**config.mk**
```make
export PLATFORM = sky130hd
export DESIGN_NAME = color_range_pixel_counter
export DESIGN_NICKNAME = d
export VERILOG_FILES = /design/src/sv/crpc_pkg.sv /design/src/sv/crpc_csr.sv /design/src/sv/crpc_classify.sv /design/src/sv/crpc_accum.sv /design/src/sv/color_range_pixel_counter.sv
export SDC_FILE = /design/constraint.sdc
export NUM_CORES = 1
export LEC_CHECK = 0
export BUFFER_PORTS_ARGS = -buffer_cell sky130_fd_sc_hd__buf_2
export CAP_MARGIN = 10
export CELL_PAD_IN_SITES_DETAIL_PLACEMENT = 2
export CELL_PAD_IN_SITES_GLOBAL_PLACEMENT = 2
export CORE_MARGIN = 2
export CORE_UTILIZATION = 30
export CTS_BUF_LIST = sky130_fd_sc_hd__clkbuf_16
export CTS_CLUSTER_SIZE = 28
export DETAILED_ROUTE_END_ITERATION = 6
export PLACE_DENSITY_LB_ADDON = 0.1
export SLEW_MARGIN = 40
export SYNTH_ARGS = -nofsm -noshare
export SYNTH_HDL_FRONTEND = slang
export SYNTH_SLANG_ARGS = --single-unit
```
**constraint.sdc**
```tcl
create_clock -name clock -period 5.1 [get_ports clock]
set_clock_uncertainty 0.15 [all_clocks]
set_input_delay 1.02 -clock clock [delete_from_list [all_inputs] [get_ports clock]]
set_output_delay 1.02 -clock clock [all_outputs]
set_load 0.05 [all_outputs]
```
**src/sv/crpc_pkg.sv**
```systemverilog
// Shared types, register indexes and constants for the color range pixel counter.
package crpc_pkg;

   localparam int PIX_W        = 8;
   localparam int BOX_W        = 24;
   localparam int CNT_W        = 19;
   localparam int CSR_IDX_W    = 3;
   localparam int CSR_DATA_W   = 24;
   localparam int FRAME_PIXELS = 307200;
   localparam int CNT_MAX      = (2 ** CNT_W) - 1;
   localparam logic [CNT_W-1:0] CNT_SAT =
      CNT_W'((FRAME_PIXELS < CNT_MAX) ? FRAME_PIXELS : CNT_MAX);

   localparam logic [CSR_IDX_W-1:0] REG_BLUE_LOWER  = 3'd0;
   localparam logic [CSR_IDX_W-1:0] REG_BLUE_UPPER  = 3'd1;
   localparam logic [CSR_IDX_W-1:0] REG_GREEN_LOWER = 3'd2;
   localparam logic [CSR_IDX_W-1:0] REG_GREEN_UPPER = 3'd3;
   localparam logic [CSR_IDX_W-1:0] REG_RED_LOWER   = 3'd4;
   localparam logic [CSR_IDX_W-1:0] REG_RED_UPPER   = 3'd5;
   localparam logic [CSR_IDX_W-1:0] REG_DETECT_TH   = 3'd6;
   localparam logic [CSR_IDX_W-1:0] REG_CLEAR_TH    = 3'd7;

   localparam logic [BOX_W-1:0] RST_BLUE_LOWER  = 24'd50;
   localparam logic [BOX_W-1:0] RST_BLUE_UPPER  = 24'd1643630;
   localparam logic [BOX_W-1:0] RST_GREEN_LOWER = 24'd7680;
   localparam logic [BOX_W-1:0] RST_GREEN_UPPER = 24'd1658925;
   localparam logic [BOX_W-1:0] RST_RED_LOWER   = 24'd6553600;
   localparam logic [BOX_W-1:0] RST_RED_UPPER   = 24'd10488345;
   localparam logic [CNT_W-1:0] RST_DETECT_TH   = 19'd3000;
   localparam logic [CNT_W-1:0] RST_CLEAR_TH    = 19'd200;

   typedef struct packed {
      logic [PIX_W-1:0] pixel_blue;
      logic [PIX_W-1:0] pixel_green;
      logic [PIX_W-1:0] pixel_red;
      logic             frame_last;
   } req_type;

   typedef struct packed {
      logic             hit_blue;
      logic             hit_green;
      logic             hit_red;
      logic             hit_any;
      logic             frame_done;
      logic [CNT_W-1:0] count_blue;
      logic [CNT_W-1:0] count_green;
      logic [CNT_W-1:0] count_red;
      logic [CNT_W-1:0] count_any;
      logic             detected_blue;
      logic             detected_green;
      logic             detected_red;
   } rsp_type;

   typedef struct packed {
      logic [BOX_W-1:0] blue_lower;
      logic [BOX_W-1:0] blue_upper;
      logic [BOX_W-1:0] green_lower;
      logic [BOX_W-1:0] green_upper;
      logic [BOX_W-1:0] red_lower;
      logic [BOX_W-1:0] red_upper;
      logic [CNT_W-1:0] detect_threshold;
      logic [CNT_W-1:0] clear_threshold;
   } cfg_type;

   typedef struct packed {
      logic blue;
      logic green;
      logic red;
      logic any;
   } hits_type;

   typedef struct packed {
      logic [CNT_W-1:0] count_blue;
      logic [CNT_W-1:0] count_green;
      logic [CNT_W-1:0] count_red;
      logic [CNT_W-1:0] count_any;
      logic             detected_blue;
      logic             detected_green;
      logic             detected_red;
   } stats_type;

endpackage

```
**src/sv/crpc_csr.sv**
```systemverilog
// Configuration registers of the color range pixel counter.
module crpc_csr import crpc_pkg::*; (
   input  logic                  clock,
   input  logic                  reset,
   input  logic                  csr_we,
   input  logic [CSR_IDX_W-1:0]  csr_index,
   input  logic [CSR_DATA_W-1:0] csr_wdata,
   output cfg_type               cfg
);

   cfg_type cfg_ff;
   cfg_type cfg_in;

   always_comb begin
      cfg_in = cfg_ff;
      if (csr_we) begin
         case (csr_index)
            REG_BLUE_LOWER:  cfg_in.blue_lower       = csr_wdata[BOX_W-1:0];
            REG_BLUE_UPPER:  cfg_in.blue_upper       = csr_wdata[BOX_W-1:0];
            REG_GREEN_LOWER: cfg_in.green_lower      = csr_wdata[BOX_W-1:0];
            REG_GREEN_UPPER: cfg_in.green_upper      = csr_wdata[BOX_W-1:0];
            REG_RED_LOWER:   cfg_in.red_lower        = csr_wdata[BOX_W-1:0];
            REG_RED_UPPER:   cfg_in.red_upper        = csr_wdata[BOX_W-1:0];
            REG_DETECT_TH:   cfg_in.detect_threshold = csr_wdata[CNT_W-1:0];
            REG_CLEAR_TH:    cfg_in.clear_threshold  = csr_wdata[CNT_W-1:0];
            default:         cfg_in = cfg_ff;
         endcase
      end
   end

   always_ff @(posedge clock) begin
      if (reset) begin
         cfg_ff.blue_lower       <= RST_BLUE_LOWER;
         cfg_ff.blue_upper       <= RST_BLUE_UPPER;
         cfg_ff.green_lower      <= RST_GREEN_LOWER;
         cfg_ff.green_upper      <= RST_GREEN_UPPER;
         cfg_ff.red_lower        <= RST_RED_LOWER;
         cfg_ff.red_upper        <= RST_RED_UPPER;
         cfg_ff.detect_threshold <= RST_DETECT_TH;
         cfg_ff.clear_threshold  <= RST_CLEAR_TH;
      end else begin
         cfg_ff <= cfg_in;
      end
   end

   assign cfg = cfg_ff;

endmodule

```
**src/sv/crpc_classify.sv**
```systemverilog
// Per-channel box compare of one pixel against the three color boxes.
module crpc_classify import crpc_pkg::*; (
   input  req_type  pix,
   input  cfg_type  cfg,
   output hits_type hits
);

   function automatic logic in_box(input req_type p, input logic [BOX_W-1:0] lo,
                                   input logic [BOX_W-1:0] hi);
      logic b_ok;
      logic g_ok;
      logic r_ok;
      b_ok = (p.pixel_blue  >= lo[7:0])   && (p.pixel_blue  <= hi[7:0]);
      g_ok = (p.pixel_green >= lo[15:8])  && (p.pixel_green <= hi[15:8]);
      r_ok = (p.pixel_red   >= lo[23:16]) && (p.pixel_red   <= hi[23:16]);
      return b_ok && g_ok && r_ok;
   endfunction

   always_comb begin
      hits.blue  = in_box(pix, cfg.blue_lower,  cfg.blue_upper);
      hits.green = in_box(pix, cfg.green_lower, cfg.green_upper);
      hits.red   = in_box(pix, cfg.red_lower,   cfg.red_upper);
      hits.any   = hits.blue || hits.green || hits.red;
   end

endmodule

```
**src/sv/crpc_accum.sv**
```systemverilog
// Per-frame saturating match counters and latched detection flags.
module crpc_accum import crpc_pkg::*; (
   input  logic             clock,
   input  logic             reset,
   input  logic             advance,
   input  logic             last,
   input  hits_type         hits,
   input  logic [CNT_W-1:0] detect_threshold,
   input  logic [CNT_W-1:0] clear_threshold,
   output stats_type        stats
);

   logic [CNT_W-1:0] run_blue_ff,  run_blue_in,  inc_blue;
   logic [CNT_W-1:0] run_green_ff, run_green_in, inc_green;
   logic [CNT_W-1:0] run_red_ff,   run_red_in,   inc_red;
   logic [CNT_W-1:0] run_any_ff,   run_any_in,   inc_any;
   logic [2:0]       flags_ff, flags_in, flags_end;

   function automatic logic [CNT_W-1:0] sat_inc(input logic [CNT_W-1:0] c, input logic hit);
      return (hit && (c < CNT_SAT)) ? c + CNT_W'(1) : c;
   endfunction

   always_comb begin
      inc_blue  = sat_inc(run_blue_ff,  hits.blue);
      inc_green = sat_inc(run_green_ff, hits.green);
      inc_red   = sat_inc(run_red_ff,   hits.red);
      inc_any   = sat_inc(run_any_ff,   hits.any);

      flags_end = flags_ff | {inc_red >= detect_threshold,
                              inc_green >= detect_threshold,
                              inc_blue >= detect_threshold};
      if (inc_any < clear_threshold) begin
         flags_end = 3'b000;
      end

      run_blue_in  = run_blue_ff;
      run_green_in = run_green_ff;
      run_red_in   = run_red_ff;
      run_any_in   = run_any_ff;
      flags_in     = flags_ff;
      if (advance) begin
         if (last) begin
            run_blue_in  = '0;
            run_green_in = '0;
            run_red_in   = '0;
            run_any_in   = '0;
            flags_in     = flags_end;
         end else begin
            run_blue_in  = inc_blue;
            run_green_in = inc_green;
            run_red_in   = inc_red;
            run_any_in   = inc_any;
         end
      end

      stats.count_blue     = last ? inc_blue  : '0;
      stats.count_green    = last ? inc_green : '0;
      stats.count_red      = last ? inc_red   : '0;
      stats.count_any      = last ? inc_any   : '0;
      stats.detected_blue  = last ? flags_end[0] : flags_ff[0];
      stats.detected_green = last ? flags_end[1] : flags_ff[1];
      stats.detected_red   = last ? flags_end[2] : flags_ff[2];
   end

   always_ff @(posedge clock) begin
      if (reset) begin
         run_blue_ff  <= '0;
         run_green_ff <= '0;
         run_red_ff   <= '0;
         run_any_ff   <= '0;
         flags_ff     <= '0;
      end else begin
         run_blue_ff  <= run_blue_in;
         run_green_ff <= run_green_in;
         run_red_ff   <= run_red_in;
         run_any_ff   <= run_any_in;
         flags_ff     <= flags_in;
      end
   end

endmodule

```
**src/sv/color_range_pixel_counter.sv**
```systemverilog
// Color range pixel counter: pixel classification with per-frame counts and detection flags.
//
// Usage:
//   req channel (req_valid/req_ready/req_payload) takes one BGR pixel per item, with
//   frame_last marking the final pixel of a frame. rsp channel (rsp_valid/rsp_ready/
//   rsp_payload) returns one item per pixel: the three box hits, the combined mask bit,
//   and on the last pixel the frame counts and updated detection flags.
//   csr port writes a register on any cycle with csr_we high; write only while idle.
// Timing:
//   One item per cycle sustained while rsp_ready stays high. An item enters an input
//   register on acceptance, and its result moves into the output register, which drives
//   rsp_valid, once that is free. The box compares and the counter update sit between them.
// Reset:
//   Synchronous; registers return to their default values, counters and flags clear,
//   both pipeline stages empty.
// Backpressure:
//   While rsp_ready is low the result holds; the input register still takes one more
//   item, then req_ready drops until the output drains.
module color_range_pixel_counter import crpc_pkg::*; (
   input  logic                  clock,
   input  logic                  reset,
   input  logic                  req_valid,
   output logic                  req_ready,
   input  req_type               req_payload,
   output logic                  rsp_valid,
   input  logic                  rsp_ready,
   output rsp_type               rsp_payload,
   input  logic                  csr_we,
   input  logic [CSR_IDX_W-1:0]  csr_index,
   input  logic [CSR_DATA_W-1:0] csr_wdata
);

   cfg_type   cfg;
   hits_type  hits;
   stats_type stats;

   logic    s1_valid_ff, s1_valid_in;
   req_type s1_data_ff;
   logic    out_valid_ff, out_valid_in;
   rsp_type out_data_ff, out_data_in;
   logic    out_free;
   logic    s1_move;
   logic    req_take;

   crpc_csr u_csr (
      .clock     (clock),
      .reset     (reset),
      .csr_we    (csr_we),
      .csr_index (csr_index),
      .csr_wdata (csr_wdata),
      .cfg       (cfg)
   );

   crpc_classify u_classify (
      .pix  (s1_data_ff),
      .cfg  (cfg),
      .hits (hits)
   );

   crpc_accum u_accum (
      .clock            (clock),
      .reset            (reset),
      .advance          (s1_move),
      .last             (s1_data_ff.frame_last),
      .hits             (hits),
      .detect_threshold (cfg.detect_threshold),
      .clear_threshold  (cfg.clear_threshold),
      .stats            (stats)
   );

   assign out_free  = !out_valid_ff || rsp_ready;
   assign s1_move   = s1_valid_ff && out_free;
   assign req_ready = !s1_valid_ff || out_free;
   assign req_take  = req_valid && req_ready;

   always_comb begin
      s1_valid_in = s1_valid_ff;
      if (req_take) begin
         s1_valid_in = 1'b1;
      end else if (s1_move) begin
         s1_valid_in = 1'b0;
      end

      out_valid_in = out_valid_ff;
      if (out_free) begin
         out_valid_in = s1_valid_ff;
      end

      out_data_in.hit_blue       = hits.blue;
      out_data_in.hit_green      = hits.green;
      out_data_in.hit_red        = hits.red;
      out_data_in.hit_any        = hits.any;
      out_data_in.frame_done     = s1_data_ff.frame_last;
      out_data_in.count_blue     = stats.count_blue;
      out_data_in.count_green    = stats.count_green;
      out_data_in.count_red      = stats.count_red;
      out_data_in.count_any      = stats.count_any;
      out_data_in.detected_blue  = stats.detected_blue;
      out_data_in.detected_green = stats.detected_green;
      out_data_in.detected_red   = stats.detected_red;
   end

   always_ff @(posedge clock) begin
      if (reset) begin
         s1_valid_ff  <= 1'b0;
         out_valid_ff <= 1'b0;
      end else begin
         s1_valid_ff  <= s1_valid_in;
         out_valid_ff <= out_valid_in;
      end
   end

   always_ff @(posedge clock) begin
      if (req_take) begin
         s1_data_ff <= req_payload;
      end
      if (s1_move) begin
         out_data_ff <= out_data_in;
      end
   end

   assign rsp_valid   = out_valid_ff;
   assign rsp_payload = out_data_ff;

`ifndef NO_ASSERTIONS
   a_mid_frame_counts_zero: assert property (@(posedge clock) disable iff (reset)
      (rsp_valid && !rsp_payload.frame_done) |->
         (rsp_payload.count_blue == '0 && rsp_payload.count_green == '0 &&
          rsp_payload.count_red == '0 && rsp_payload.count_any == '0))
      else $error("nonzero count on a pixel that is not the last of its frame");

   a_any_bounds_colors: assert property (@(posedge clock) disable iff (reset)
      (rsp_valid && rsp_payload.frame_done) |->
         (rsp_payload.count_blue <= rsp_payload.count_any &&
          rsp_payload.count_green <= rsp_payload.count_any &&
          rsp_payload.count_red <= rsp_payload.count_any))
      else $error("combined count below a per-color count");

   a_clear_wins: assert property (@(posedge clock) disable iff (reset)
      (rsp_valid && rsp_payload.frame_done &&
       rsp_payload.count_any < cfg.clear_threshold) |->
         (!rsp_payload.detected_blue && !rsp_payload.detected_green &&
          !rsp_payload.detected_red))
      else $error("detection flag left set below the clear threshold");

   a_input_no_overrun: assert property (@(posedge clock) disable iff (reset)
      (s1_valid_ff && !s1_move) |=> (s1_valid_ff && $stable(s1_data_ff)))
      else $error("input register overwritten before its item moved on");
`endif

endmodule

```
# After elaboration in Yosys (flattened, before gate mapping)
# Cells that the tools add are included.
# totals
input_bits	57
ff_bits	372
output_inout_bits	86
elab_cells	121
# op_classes
muxes	14
n_reduce_logical	38
addsub	4
n_eq_ne	7
order_cmp	26
n_bitwise	1
# ops
op	count
$mux 19	8
$add 19x1->19 const B	4
$lt 19x19->1 const B	4
$ge 8x8->1	9
$le 8x8->1	9
$ge 19x19->1	3
$logic_and 1x1->1	21
$lt 19x19->1	1
$reduce_and 2->1	9
$eq 3x3->1 const B	4
$eq 3x2->1 const B	2
$mux 1	5
$logic_or 1x1->1	4
$eq 3x1->1 const B	1
$logic_not 3->1	1
$mux 3	1
$or 3x3->3	1
$logic_not 1->1	2
$reduce_bool 2->1	1

# Depth between registers and ports, before layout
# Gate-level depths: netlist of the first run.
# logic_depth
ltp_word	11
ltp_mapped	22
depth_no_buf	21

# Hierarchy
# From an unflattened synthesis of the first run, not the netlist that was laid out.
# hier_totals
hier_cells	2169
area_unflattened_um2	21058.9
# modules_own_cells
module	seq_area_each_um2	area_per_inst_um2	cells_each	n_inst
crpc_csr	3643.5	7099.3	658	1
crpc_accum	1581.5	7098.1	921	1
crpc_classify	0.0	3484.6	471	1
color_range_pixel_counter	3313.2	3377.0	119	1

# Worst setup path after synthesis of the first run
# Ideal clock, no wire load.
# synth_timing
path_type	input -> register
start	in rsp_ready
end	reg u_accum.run_blue_ff[3]
cell_stages	6
t_arrival_ns	4.553
setup_time_ns	0.118
required_ns	4.832
slack_ns	0.279
cell_sequence	nor2b_1 > nand2b_1 > inv_1 > clkbuf_1 > o21ai_0 > a32o_1
# synth_via
elab_chain_len	2
# synth_rtl
element	line_no	source
start, declared	color_range_pixel_counter.sv:26	input logic rsp_ready,
$logic_or 1x1->1	color_range_pixel_counter.sv:71	assign out_free = !out_valid_ff || rsp_ready;
$logic_and 1x1->1	color_range_pixel_counter.sv:72	assign s1_move = s1_valid_ff && out_free;
via s1_move	color_range_pixel_counter.sv:42	logic s1_move;
end signal, assigned	crpc_accum.sv:73	run_blue_ff <= run_blue_in;
end, declared	crpc_accum.sv:13	logic [CNT_W-1:0] run_blue_ff, run_blue_in, inc_blue;
# The timed path passes the listed nets, and every way through them passes these cells.
# A chain may end at the register's enable or synchronous reset.

==> results of run 1 <==
-- cells in the mapped netlist (9+ instances only) --
library cell	number	area, sq um
a211oi_1	11	82.6
xnor2_1	43	377
nand4_1	35	219
o211ai_1	61	458
a31oi_1	39	244
buf_2	9	45.0
dfxtp_1	263	5270
ha_1	223	2790
o21ai_0	86	430
a21oi_1	273	1370
and3_1	33	206
clkbuf_1	105	394
or4_1	12	90.1
and2_1	63	394
nor2b_1	22	138
xor2_1	12	105
edfxtp_1	109	3270
nor3_1	15	75.1
o21a_1	14	105
inv_1	185	694
or3_1	50	313
nand3_1	54	270
nand2_1	427	1600
a21o_1	28	210
nor2_1	55	206
clkbuf_2	19	95.1
nand2b_1	19	119
-- final cells by class --
| class | count | area (sq um) | share of cell area, % |
|---|---|---|---|
| inverters | 187 | 704 | 2.79 |
| diodes | 1 | 2.50 | 0.00991 |
| repair buffers | 332 | 2240 | 8.87 |
| clock inverters | 37 | 235 | 0.932 |
| clock buffers | 51 | 1280 | 5.06 |
| well taps | 873 | 1090 | 4.33 |
| flip-flops and latches | 372 | 8540 | 33.8 |
| multi-input cells | 1682 | 11200 | 44.2 |
-- flip-flops by register name, indices dropped and copies added, names as in the netlist --
signal	count
u_accum.run_green_ff	19
s1_data_ff	24
u_csr.cfg	182
u_accum.run_any_ff	19
rsp_valid	1
u_accum.run_blue_ff	19
out_data_in	1
s1_valid_ff	1
rsp_payload	84
u_accum.flags_ff	3
u_accum.run_red_ff	19
-- stage by stage --
stage | hold slack (ns) | power [mW]
2_1_floorplan | 0.286 | 3.66
5_1_grt | 0.326 | 7.58
6_report | 0.305 | 7.26
3_5_place_dp | 0.302 | 3.98
4_1_cts | 0.309 | 7.38
3_3_place_gp | 0.293 | 3.94
-- worst max path at each step --
stage | cells past startpoint | startpoint | to
detailed placement | 20 | s1_data_ff[8]$_DFFE_PP_ | rsp_payload[1]$_DFFE_PP_
CTS | 19 | s1_data_ff[8]$_DFFE_PP_ | rsp_payload[1]$_DFFE_PP_
floorplan | 6 | rsp_ready | u_accum.run_blue_ff[3]$_SDFFE_PP0P_
global placement | 20 | s1_data_ff[8]$_DFFE_PP_ | rsp_payload[1]$_DFFE_PP_
finish | 24 | s1_data_ff[2]$_DFFE_PP_ | rsp_payload[1]$_DFFE_PP_
global route | 24 | s1_data_ff[8]$_DFFE_PP_ | u_accum.flags_ff[2]$_SDFFE_PP0P_
-- routing by layer --
layer  part of all wire, %  vias to the layer above  GRT usage [%]
met2                    49                      235           39.2
met1                    44                     9276           27.6
met4                   3.3                        2           7.50
met3                   2.9                      126           2.97
li1                      -                     8820              -
met5                 0.025                        -              0
-- cells by family after synthesis --
group                      after synthesis  share of synthesized area, %
muxes                                    8                         0.414
and+or+nand+nor                        812                          18.9
AOI/OAI and AO/OA                      584                          17.1
buffers and inverters                  326                          6.15
adders and majority gates              223                          13.6
DFF                                    372                          41.6
xor gates and xnor gates                55                          2.35
-- report_power, final --
group          leakage [nW]  total (mW)  internal [mW]  switching, mW
Combinational          6.30       0.760          0.228          0.533
Sequential             3.14        3.16           3.12         0.0426
Clock                 0.797        3.34           1.94           1.40
Total                  10.2        7.26           5.29           1.98
-- timing repair --
item / in CTS / in global routing
resized for setup: 19 / 55
endpoints found under the setup margin: 6 / 6
pin swaps: 7 / 21
hold buffers: 0 / 0
buffers inserted: 6 / 8
-- critical path, stage by stage (launching register included) --
cell	delay, ns
edfxtp_1	0.45
buf_4	0.17
buf_4	0.12
ha_1	0.27
nor2b_1	0.14
o211ai_1	0.21
a21oi_2	0.09
o22ai_2	0.20
nand4_1	0.13
buf_4	0.17
buf_4	0.16
a211oi_4	0.30
buf_4	0.19
mux2i_2	0.25
inv_1	0.08
ha_1	0.29
nor2b_1	0.14
o21a_1	0.16
o21a_1	0.16
o21ai_0	0.15
a21boi_1	0.09
o21ai_1	0.23
nand3_1	0.18
a41oi_2	0.24
a211oi_2	0.10
-- cells in the final DEF (no fill, tap or decap), drive strengths merged, types with 51 or more instances in the layout --
master,instances
o211ai,61
inv,197
clkbuf,51
o21ai,86
nor2,56
buf,332
nand2,427
a21oi,273
dfxtp,263
ha,223
edfxtp,109
and2,63
nand3,56
==> run summary, run 1 <==
total routed wirelength - 78500 um
worst hold endpoint - u_csr.cfg[114]$_SDFFE_PP0P_
final setup margin - -0.00514 ns
Vias - 18459
Crit Path Category - register to register
root buffer cell - clkbuf_16
DP Cell Count - 3432
num rows - 95
number of global-route vias before repair - 20132
area grow syn2layout - 22.9%
total grt overflow - 0
CP Data Arrival Time - 5.26 ns
total CTS buffers - 48
Synth Warn # - 0
Final Max Tran Viols - 0
Cell Area, Placed - 0.0233 sq mm
Worst VDD drop - 245 uV
Hold Vio Cnt, Final - 0
die height - 266 um
Post-Syn Area - 0.0205 sq mm
nets - 2903
Mapped Nets - 2660
unrepaired setup endpoints after global routing - yes
clk slew on worst S/H paths - 0.06 ns
layout cell share with drive strength beyond 1 - 18.3%
Pleak - 10.2 nW
Reg2Reg Depth - 24
setup violators final - 1
H-tree depth - 2
fin crit period - 5.11 ns
reg2reg start - s1_data_ff[2]$_DFFE_PP_
Port Buffers - 142
Die W - 266 um
f_max - 196 MHz
wire per inst - 22.2 um
Die ar. - 0.0706 sq mm
Layout Cells excl Fill - 3535
clock sink count - 372
Iteration-0 DRC Markers - 674
Pre-antenna DRT Iters - 5
Synth Flop Type - dfxtp_1
IO Pins - 143
drt via density - 5.22
largest net degree at the start of global routing - 146
RR Endpoint - rsp_payload[1]$_DFFE_PP_
number of synthesized flops with an enable pin - 109
first-pass GRT wire length - 120000 um
Starting Density - 30.4%
synthesized flop and latch total - 372
antenna violations before repair - 3
failing checks - setup timing
hold_sp - u_csr.cfg[114]$_SDFFE_PP0P_
CP endpoint kind - register
Worst Hold Class - register to register
post-layout util - 37.4%
Setup crit start kind - register
Core Area - 0.0675 sq mm
GRT Util Overall - 22.1%
Place WS - -0.485 ns
sequential share of the synthesized area - 41.6%
filler cell count - 7505
Async SR Flop Fraction - 0%
GPL Wtd Cong - 0.816
clk buf depth - 3
CP max FO - 5
Max transition margin - 44.1%
Syn Inst Count - 2380
Final Cell Area - 0.0252 sq mm
hold path cells - 2
worst skew pair latency - 0.59 ns
# DRC - 0
CP required - 5.26 ns
worst slew pin tran - 0.838 ns
Setup TNS - -0.00514 ns
CTS tree - done
hpwl dp - 56000 um
status - complete, but fails checks
Cell variety after synth - 68
post-route antenna net violation count - 0
Tcrit/Tclk final - 100%
syn_area_per_cell - 8.63 sq um
# Max-Cap Violations - 0
Reg2Reg Setup Slack - -0.005 ns
PD cells - 288 mW/mm^2
Power figures use the tool's default switching activity.
==> run 2, diff against run 1 <==
PLACE_DENSITY = 0.66   (was default)
PLACE_DENSITY_LB_ADDON = default   (was 0.1)
==> run summary, run 2 (synthesized netlist as in run 1, its figures left out) <==
total grt overflow - 0 (unchanged)
crit path to - rsp_payload[2]$_DFFE_PP_
Die W - 266 um (unchanged)
CTS tree - done
worst slew pin tran - 0.779 ns (-0.0590 ns)
layout cell share with drive strength beyond 1 - 20.6% (+2.3 points)
total routed wirelength - 79600 um (+1.4%)
Critical Path Max Stage Delay - 0.50 ns (+0.05 ns)
Hold Vio Cnt, Final - 0 (unchanged)
power share of the combinational group - 10.9% (+0.4 points)
status - completed
Worst VDD drop - 241 uV (-1.4%)
DP Cell Count - 3408 (-0.70%)
Critical Path Start - s1_data_ff[15]$_DFFE_PP_
nets - 2906 (+0.10%)
setup violators final - 0 (-1)
max FFs per register - 182 (unchanged)
Max transition margin - 48.1% (+4.0 points)
unrepaired setup endpoints after global routing - yes
CP delay by family, top - compound AO/OA/AOI/OAI gates
Vias - 18577 (+0.64%)
RR Endpoint - rsp_payload[2]$_DFFE_PP_
commonest non-fill, non-tap cell in the layout - nand2_1
Setup TNS - 0 ns (+0.00514 ns)
drt via density - 5.25 (+0.58%)
Final Total Pwr - 7.37 mW (+1.4%)
P_int - 5.34 mW (+0.91%)
hpwl dp - 55400 um (-0.96%)
# DRC - 0 (unchanged)
largest net degree at the start of global routing - 143 (-2.1%)
CP endpoint kind - register
Die ar. - 0.0706 sq mm (unchanged)
Core Area - 0.0675 sq mm (unchanged)
Crit Path Category - register to register
wire per inst - 22.5 um (+1.4%)
worst skew pair latency - 0.59 ns (about the same)
Pre-antenna DRT Iters - 5 (unchanged)
clock share of power - 46.2% (+0.2 points)
Place WS - -0.439 ns (+0.0462 ns)
CP max stage cell - edfxtp_1
die height - 266 um (unchanged)
Flop pwr share - 42.9% (-0.7 points)
n_diodes - 0 (-1)
Reg2Reg Depth - 23 (-4.2%)
Pleak - 10.3 nW (+0.94%)
Tcrit/Tclk final - 98.6% (-1.5 points)
Switch Pwr - 2.03 mW (+2.8%)
IO Pins - 143 (unchanged)
number of global-route vias before repair - 20254 (+0.61%)
CP required - 5.27 ns (about the same)
commonest cells after routing, fill and taps aside - nand2_1, a21oi_1, dfxtp_1
CP Data Arrival Time - 5.20 ns (-0.06 ns)
Port Buffers - 142 (unchanged)
# Max-Cap Violations - 0 (unchanged)
first-pass GRT wire length - 120000 um (about the same)
area grow syn2layout - 25.2%
CP max FO - 7 (+2)
reg2reg start - s1_data_ff[15]$_DFFE_PP_
Post-CTS Hold Buffers - 0 (unchanged)
Starting Density - 30.4% (unchanged)
most frequent CP cell - buf_6
Final Max Tran Viols - 0 (unchanged)
CP cell instances - buf_4 -> ha_1 -> nand4_1 -> a21oi_1 -> o22ai_2 -> nand4_1 -> buf_6 -> nor2_4 -> buf_6 -> o31ai_4 -> buf_6 -> nor2_2 -> xor2_1 -> ha_1 -> a21o_1 -> a21o_1 -> a21oi_1 -> o21ai_1 -> o211ai_1 -> o211ai_1 -> a311oi_2 -> buf_4 -> a211oi_1
CP Buf/Inv Count - 5 (-1)
num rows - 95 (unchanged)
PD cells - 286 mW/mm^2 (-0.48%)
Iteration-0 DRC Markers - 898 (+33%)
Worst Hold Class - register to register
antenna violations before repair - 0 (-3)
Reg2Reg Setup Slack - 0.07 ns (+0.08 ns)
fin crit period - 5.03 ns (-0.0777 ns)
hold_sp - u_csr.cfg[15]$_SDFFE_PP0P_
Layout Cells excl Fill - 3537 (+0.057%)
post-route antenna net violation count - 0 (unchanged)
f_max - 199 MHz (+1.5%)
clk slew on worst S/H paths - 0.07 ns (about the same)
cell count along the critical path - 23 (-4.2%)
root buffer cell - clkbuf_16
sw frac - 27.6% (+0.37 points)
total CTS buffers - 48 (unchanged)
H-tree depth - 2 (unchanged)
Setup crit start kind - register
final setup margin - 0.0725 ns (+0.0777 ns)
GPL Wtd Cong - 0.813 (-0.38%)
clock sink count - 372 (unchanged)
GRT Util Overall - 22.0% (-0.11 points)
clk buf depth - 3 (unchanged)
[run 2: cell types whose count changed in the layout (fill, tap and decap cells not counted), moves of 7 or more]
cell / previous run / this run
o21ai_1: 9 / 17
ha_1: 220 / 210
a21oi_2: 1 / 8
nand3_1: 50 / 43
buf_6: 9 / 25
ha_4: 3 / 13
a21oi_1: 272 / 264
buf_4: 177 / 164
o21ai_0: 76 / 63
[run 2: power groups by stage]
stage / sequential (mW) / clock (mW) / combinational [mW]
after floorplan: 3.33 / 0 / 0.332
after global placement: 3.23 / 0 / 0.709
after detailed placement: 3.23 / 0 / 0.751
after CTS: 3.17 / 3.48 / 0.764
after global routing: 3.17 / 3.59 / 0.874
final: 3.16 / 3.40 / 0.804
[run 2: worst reg2reg max path: stages (launching register included)]
cell and delay [ns]:
edfxtp_1 0.50, buf_4 0.20, ha_1 0.28, nand4_1 0.24
a21oi_1 0.27, o22ai_2 0.11, nand4_1 0.24, buf_6 0.17
nor2_4 0.04, buf_6 0.13, o31ai_4 0.34, buf_6 0.18
nor2_2 0.05, xor2_1 0.16, ha_1 0.33, a21o_1 0.16
a21o_1 0.17, a21oi_1 0.13, o21ai_1 0.07, o211ai_1 0.14
o211ai_1 0.19, a311oi_2 0.28, buf_4 0.18, a211oi_1 0.05
[run 2: cell type report]
| class | instances | area, sq um |
|---|---|---|
| Multi-Input combinational cell | 1682 | 11500 |
| Clock inverter | 38 | 283 |
| Tap cell | 873 | 1090 |
| Timing Repair Buffer | 335 | 2310 |
| Sequential cell | 372 | 8540 |
| Fill cell | 7406 | 41800 |
| Inverter | 187 | 707 |
| Clock buffer | 50 | 1250 |
[run 2: how the worst min path moves through the flow]
stage | to | slack, ns | cells after the start
finish | u_csr.cfg[15]$_SDFFE_PP0P_ | 0.30 | 2
global route | u_csr.cfg[73]$_SDFFE_PP0P_ | 0.32 | 2
CTS | u_csr.cfg[15]$_SDFFE_PP0P_ | 0.31 | 2
detailed placement | u_csr.cfg[15]$_SDFFE_PP0P_ | 0.30 | 2
global placement | u_csr.cfg[117]$_SDFFE_PP0P_ | 0.29 | 2
floorplan | u_csr.cfg[101]$_SDFFE_PP0P_ | 0.29 | 2
[run 2: timing repair]
item / 4_1_cts / 5_1_grt
setup endpoints to repair: 6 / 6
buffers inserted: 7 / 34
pin swaps: 19 / 51
gates resized for setup: 37 / 133
[run 2: layer usage]
layer,wire (um),part of all wire [%],GRT usage [%],vias to the layer above
met4,1860,2.3,6.18,0
met2,40000,50,39.8,274
met5,0,0,0,-
met1,35200,44,27.4,9367
met3,2590,3.3,2.81,106
li1,-,-,-,8830
[run 2: per-stage QoR]
stage,hold slack (ns),area [sq um],util (%)
after floorplan,0.286,20500,-
after global placement,0.292,23000,34.0
after detailed placement,0.301,23100,34.2
after CTS,0.309,24800,36.8
after global routing,0.321,25700,38.1
final,0.304,25700,38.1
==> run 3, diff against run 2 <==
--- a/config.mk
+++ b/config.mk
@@ -14,2 +14,3 @@
 export CTS_BUF_LIST = sky130_fd_sc_hd__clkbuf_16
+export CTS_CLUSTER_DIAMETER = 30
 export CTS_CLUSTER_SIZE = 28
--- a/constraint.sdc
+++ b/constraint.sdc
@@ -4,2 +4,2 @@
 set_output_delay 1.02 -clock clock [all_outputs]
-set_load 0.05 [all_outputs]
+set_load 0.1 [all_outputs]
==> run summary, run 3 (synthesized netlist as in run 1, its figures left out) <==
Pleak - 11.4 nW (+10%)
clock sink count - 372 (unchanged)
drt via density - 5.22 (-0.66%)
# DRC - 0 (unchanged)
CP max stage cell - or4_4
Vias - 19091 (+2.8%)
unrepaired setup endpoints after global routing - yes
Hold Vio Cnt, Final - 0 (unchanged)
commonest cells after routing, fill and taps aside - nand2_1, a21oi_1, dfxtp_1
DP Cell Count - 3408 (unchanged)
Worst VDD drop - 282 uV (+17%)
H-tree depth - 3 (+1)
CP max FO - 4 (-3)
CP Data Arrival Time - 5.27 ns (+0.07 ns)
CP Buf/Inv Count - 3 (-2)
power share of the combinational group - 8.5% (-2.4 points)
die height - 266 um (unchanged)
Die ar. - 0.0706 sq mm (unchanged)
Die W - 266 um (unchanged)
Pre-antenna DRT Iters - 5 (unchanged)
antenna violations before repair - 1 (+1)
worst slew pin tran - 0.805 ns (+0.0257 ns)
Switch Pwr - 2.86 mW (+41%)
commonest non-fill, non-tap cell in the layout - nand2_1
sw frac - 26.9% (-0.66 points)
Core Area - 0.0675 sq mm (unchanged)
clk buf depth - 3 (unchanged)
total CTS buffers - 111 (+130%)
CP delay by family, top - compound AO/OA/AOI/OAI gates
Reg2Reg Setup Slack - 0.06 ns (about the same)
CP required - 5.33 ns (+0.06 ns)
clk slew on worst S/H paths - 0.05 ns (-0.02 ns)
CTS tree - done
largest net degree at the start of global routing - 143 (unchanged)
wire per inst - 22.4 um (-0.65%)
CP endpoint kind - register
GPL Wtd Cong - 0.813 (unchanged)
f_max - 198 MHz (-0.21%)
IO Pins - 143 (unchanged)
Crit Path Category - register to register
Layout Cells excl Fill - 3659 (+3.4%)
hpwl dp - 55400 um (unchanged)
Tcrit/Tclk final - 98.8% (+0.21 points)
Post-CTS Hold Buffers - 0 (unchanged)
layout cell share with drive strength beyond 1 - 22.5% (+1.8 points)
Starting Density - 30.4% (unchanged)
post-route antenna net violation count - 0 (unchanged)
P_int - 7.78 mW (+46%)
Port Buffers - 142 (unchanged)
# Max-Cap Violations - 0 (unchanged)
Max transition margin - 46.4% (-1.7 points)
GRT Util Overall - 22.8% (+0.79 points)
worst skew pair latency - 0.67 ns (+0.08 ns)
max FFs per register - 182 (unchanged)
nets - 2968 (+2.1%)
most frequent CP cell - a21o_1
number of global-route vias before repair - 21261 (+5.0%)
Critical Path Max Stage Delay - 0.57 ns (+0.07 ns)
Setup crit start kind - register
clock share of power - 61.6% (+15 points)
total grt overflow - 0 (unchanged)
PD cells - 384 mW/mm^2 (+34%)
n_diodes - 0 (unchanged)
Flop pwr share - 29.8% (-13 points)
num rows - 95 (unchanged)
Worst Hold Class - register to register
area grow syn2layout - 35.0%
Iteration-0 DRC Markers - 838 (-6.7%)
fin crit period - 5.04 ns (+0.0107 ns)
first-pass GRT wire length - 124000 um (+3.4%)
post-layout util - 41.1% (+3.0 points)
status - completed
CP cell instances - buf_6 -> ha_4 -> nor2b_4 -> o211ai_1 -> a21oi_1 -> o22a_2 -> or4_4 -> buf_6 -> nor2_4 -> o31ai_4 -> or3_4 -> nand2_4 -> ha_4 -> a21o_1 -> a21o_1 -> a21o_1 -> a21o_1 -> a221oi_2 -> o211ai_1 -> a311oi_2 -> buf_4 -> a211oi_1
Final Max Tran Viols - 0 (unchanged)
root buffer cell - clkbuf_16
setup violators final - 0 (unchanged)
total routed wirelength - 81800 um (+2.8%)
==> run 3: final timing paths <==
path | from | to | cells after the start
worst max-delay path | s1_data_ff[2]$_DFFE_PP_ | rsp_payload[2]$_DFFE_PP_ | 22
worst min-delay path | u_csr.cfg[17]$_SDFFE_PP0P_ | u_csr.cfg[17]$_SDFFE_PP0P_ | 2
worst max register to register | s1_data_ff[2]$_DFFE_PP_ | rsp_payload[2]$_DFFE_PP_ | 22
worst min register to register | u_csr.cfg[17]$_SDFFE_PP0P_ | u_csr.cfg[17]$_SDFFE_PP0P_ | 2
==> run 3: per-stage QoR <==
stage	TNS, ns	worst slack, ns	hold WS [ns]	power, mW	cell area, sq um
floorplan	0	0.277	0.286	3.78	20500
global placement	-1.32	-0.371	0.292	4.05	23000
detailed placement	-1.79	-0.439	0.301	4.10	23100
CTS	0	0.00362	0.308	10.7	27000
global route	-0.821	-0.179	0.328	11.0	27700
finish	0	0.0618	0.306	10.6	27700
==> run 3: area by class of cell <==
cell class                      count  area [sq um]
Timing Repair Buffer              334          2300
Inverter                          187           704
Multi-Input combinational cell   1682         11500
Clock inverter                     99           818
Tap cell                          873          1090
Fill cell                        7288         39800
Clock buffer                      112          2800
Sequential cell                   372          8540
==> run 3: power groups by stage <==
stage	Combinational [mW]	Clock, mW	Sequential (mW)
after floorplan	0.332	0	3.44
after global placement	0.824	0	3.23
after detailed placement	0.867	0	3.23
after CTS	0.889	6.67	3.18
after global routing	0.978	6.84	3.18
final	0.908	6.55	3.18
==> run 3: tightest hold or removal path: stages (launching register included) <==
cell and delay [ns]:
dfxtp_1 0.30, nand2_1 0.05, a21oi_1 0.05
==> run 3: timing repair <==
action / CTS / global route
pin swaps: 21 / 56
buffers inserted: 8 / 31
gates resized for setup: 45 / 106
endpoints found under the hold margin: 0 / 0
endpoints found under the setup margin: 6 / 6
==> run 3: per-layer routing <==
metal | track usage (%) | vias to the layer above | part of all wire, %
met5 | 0 | - | 0
met4 | 8.50 | 0 | 3.2
met3 | 3.72 | 169 | 3.3
met2 | 41.0 | 333 | 50
met1 | 27.3 | 9564 | 43
li1 | - | 9025 | -
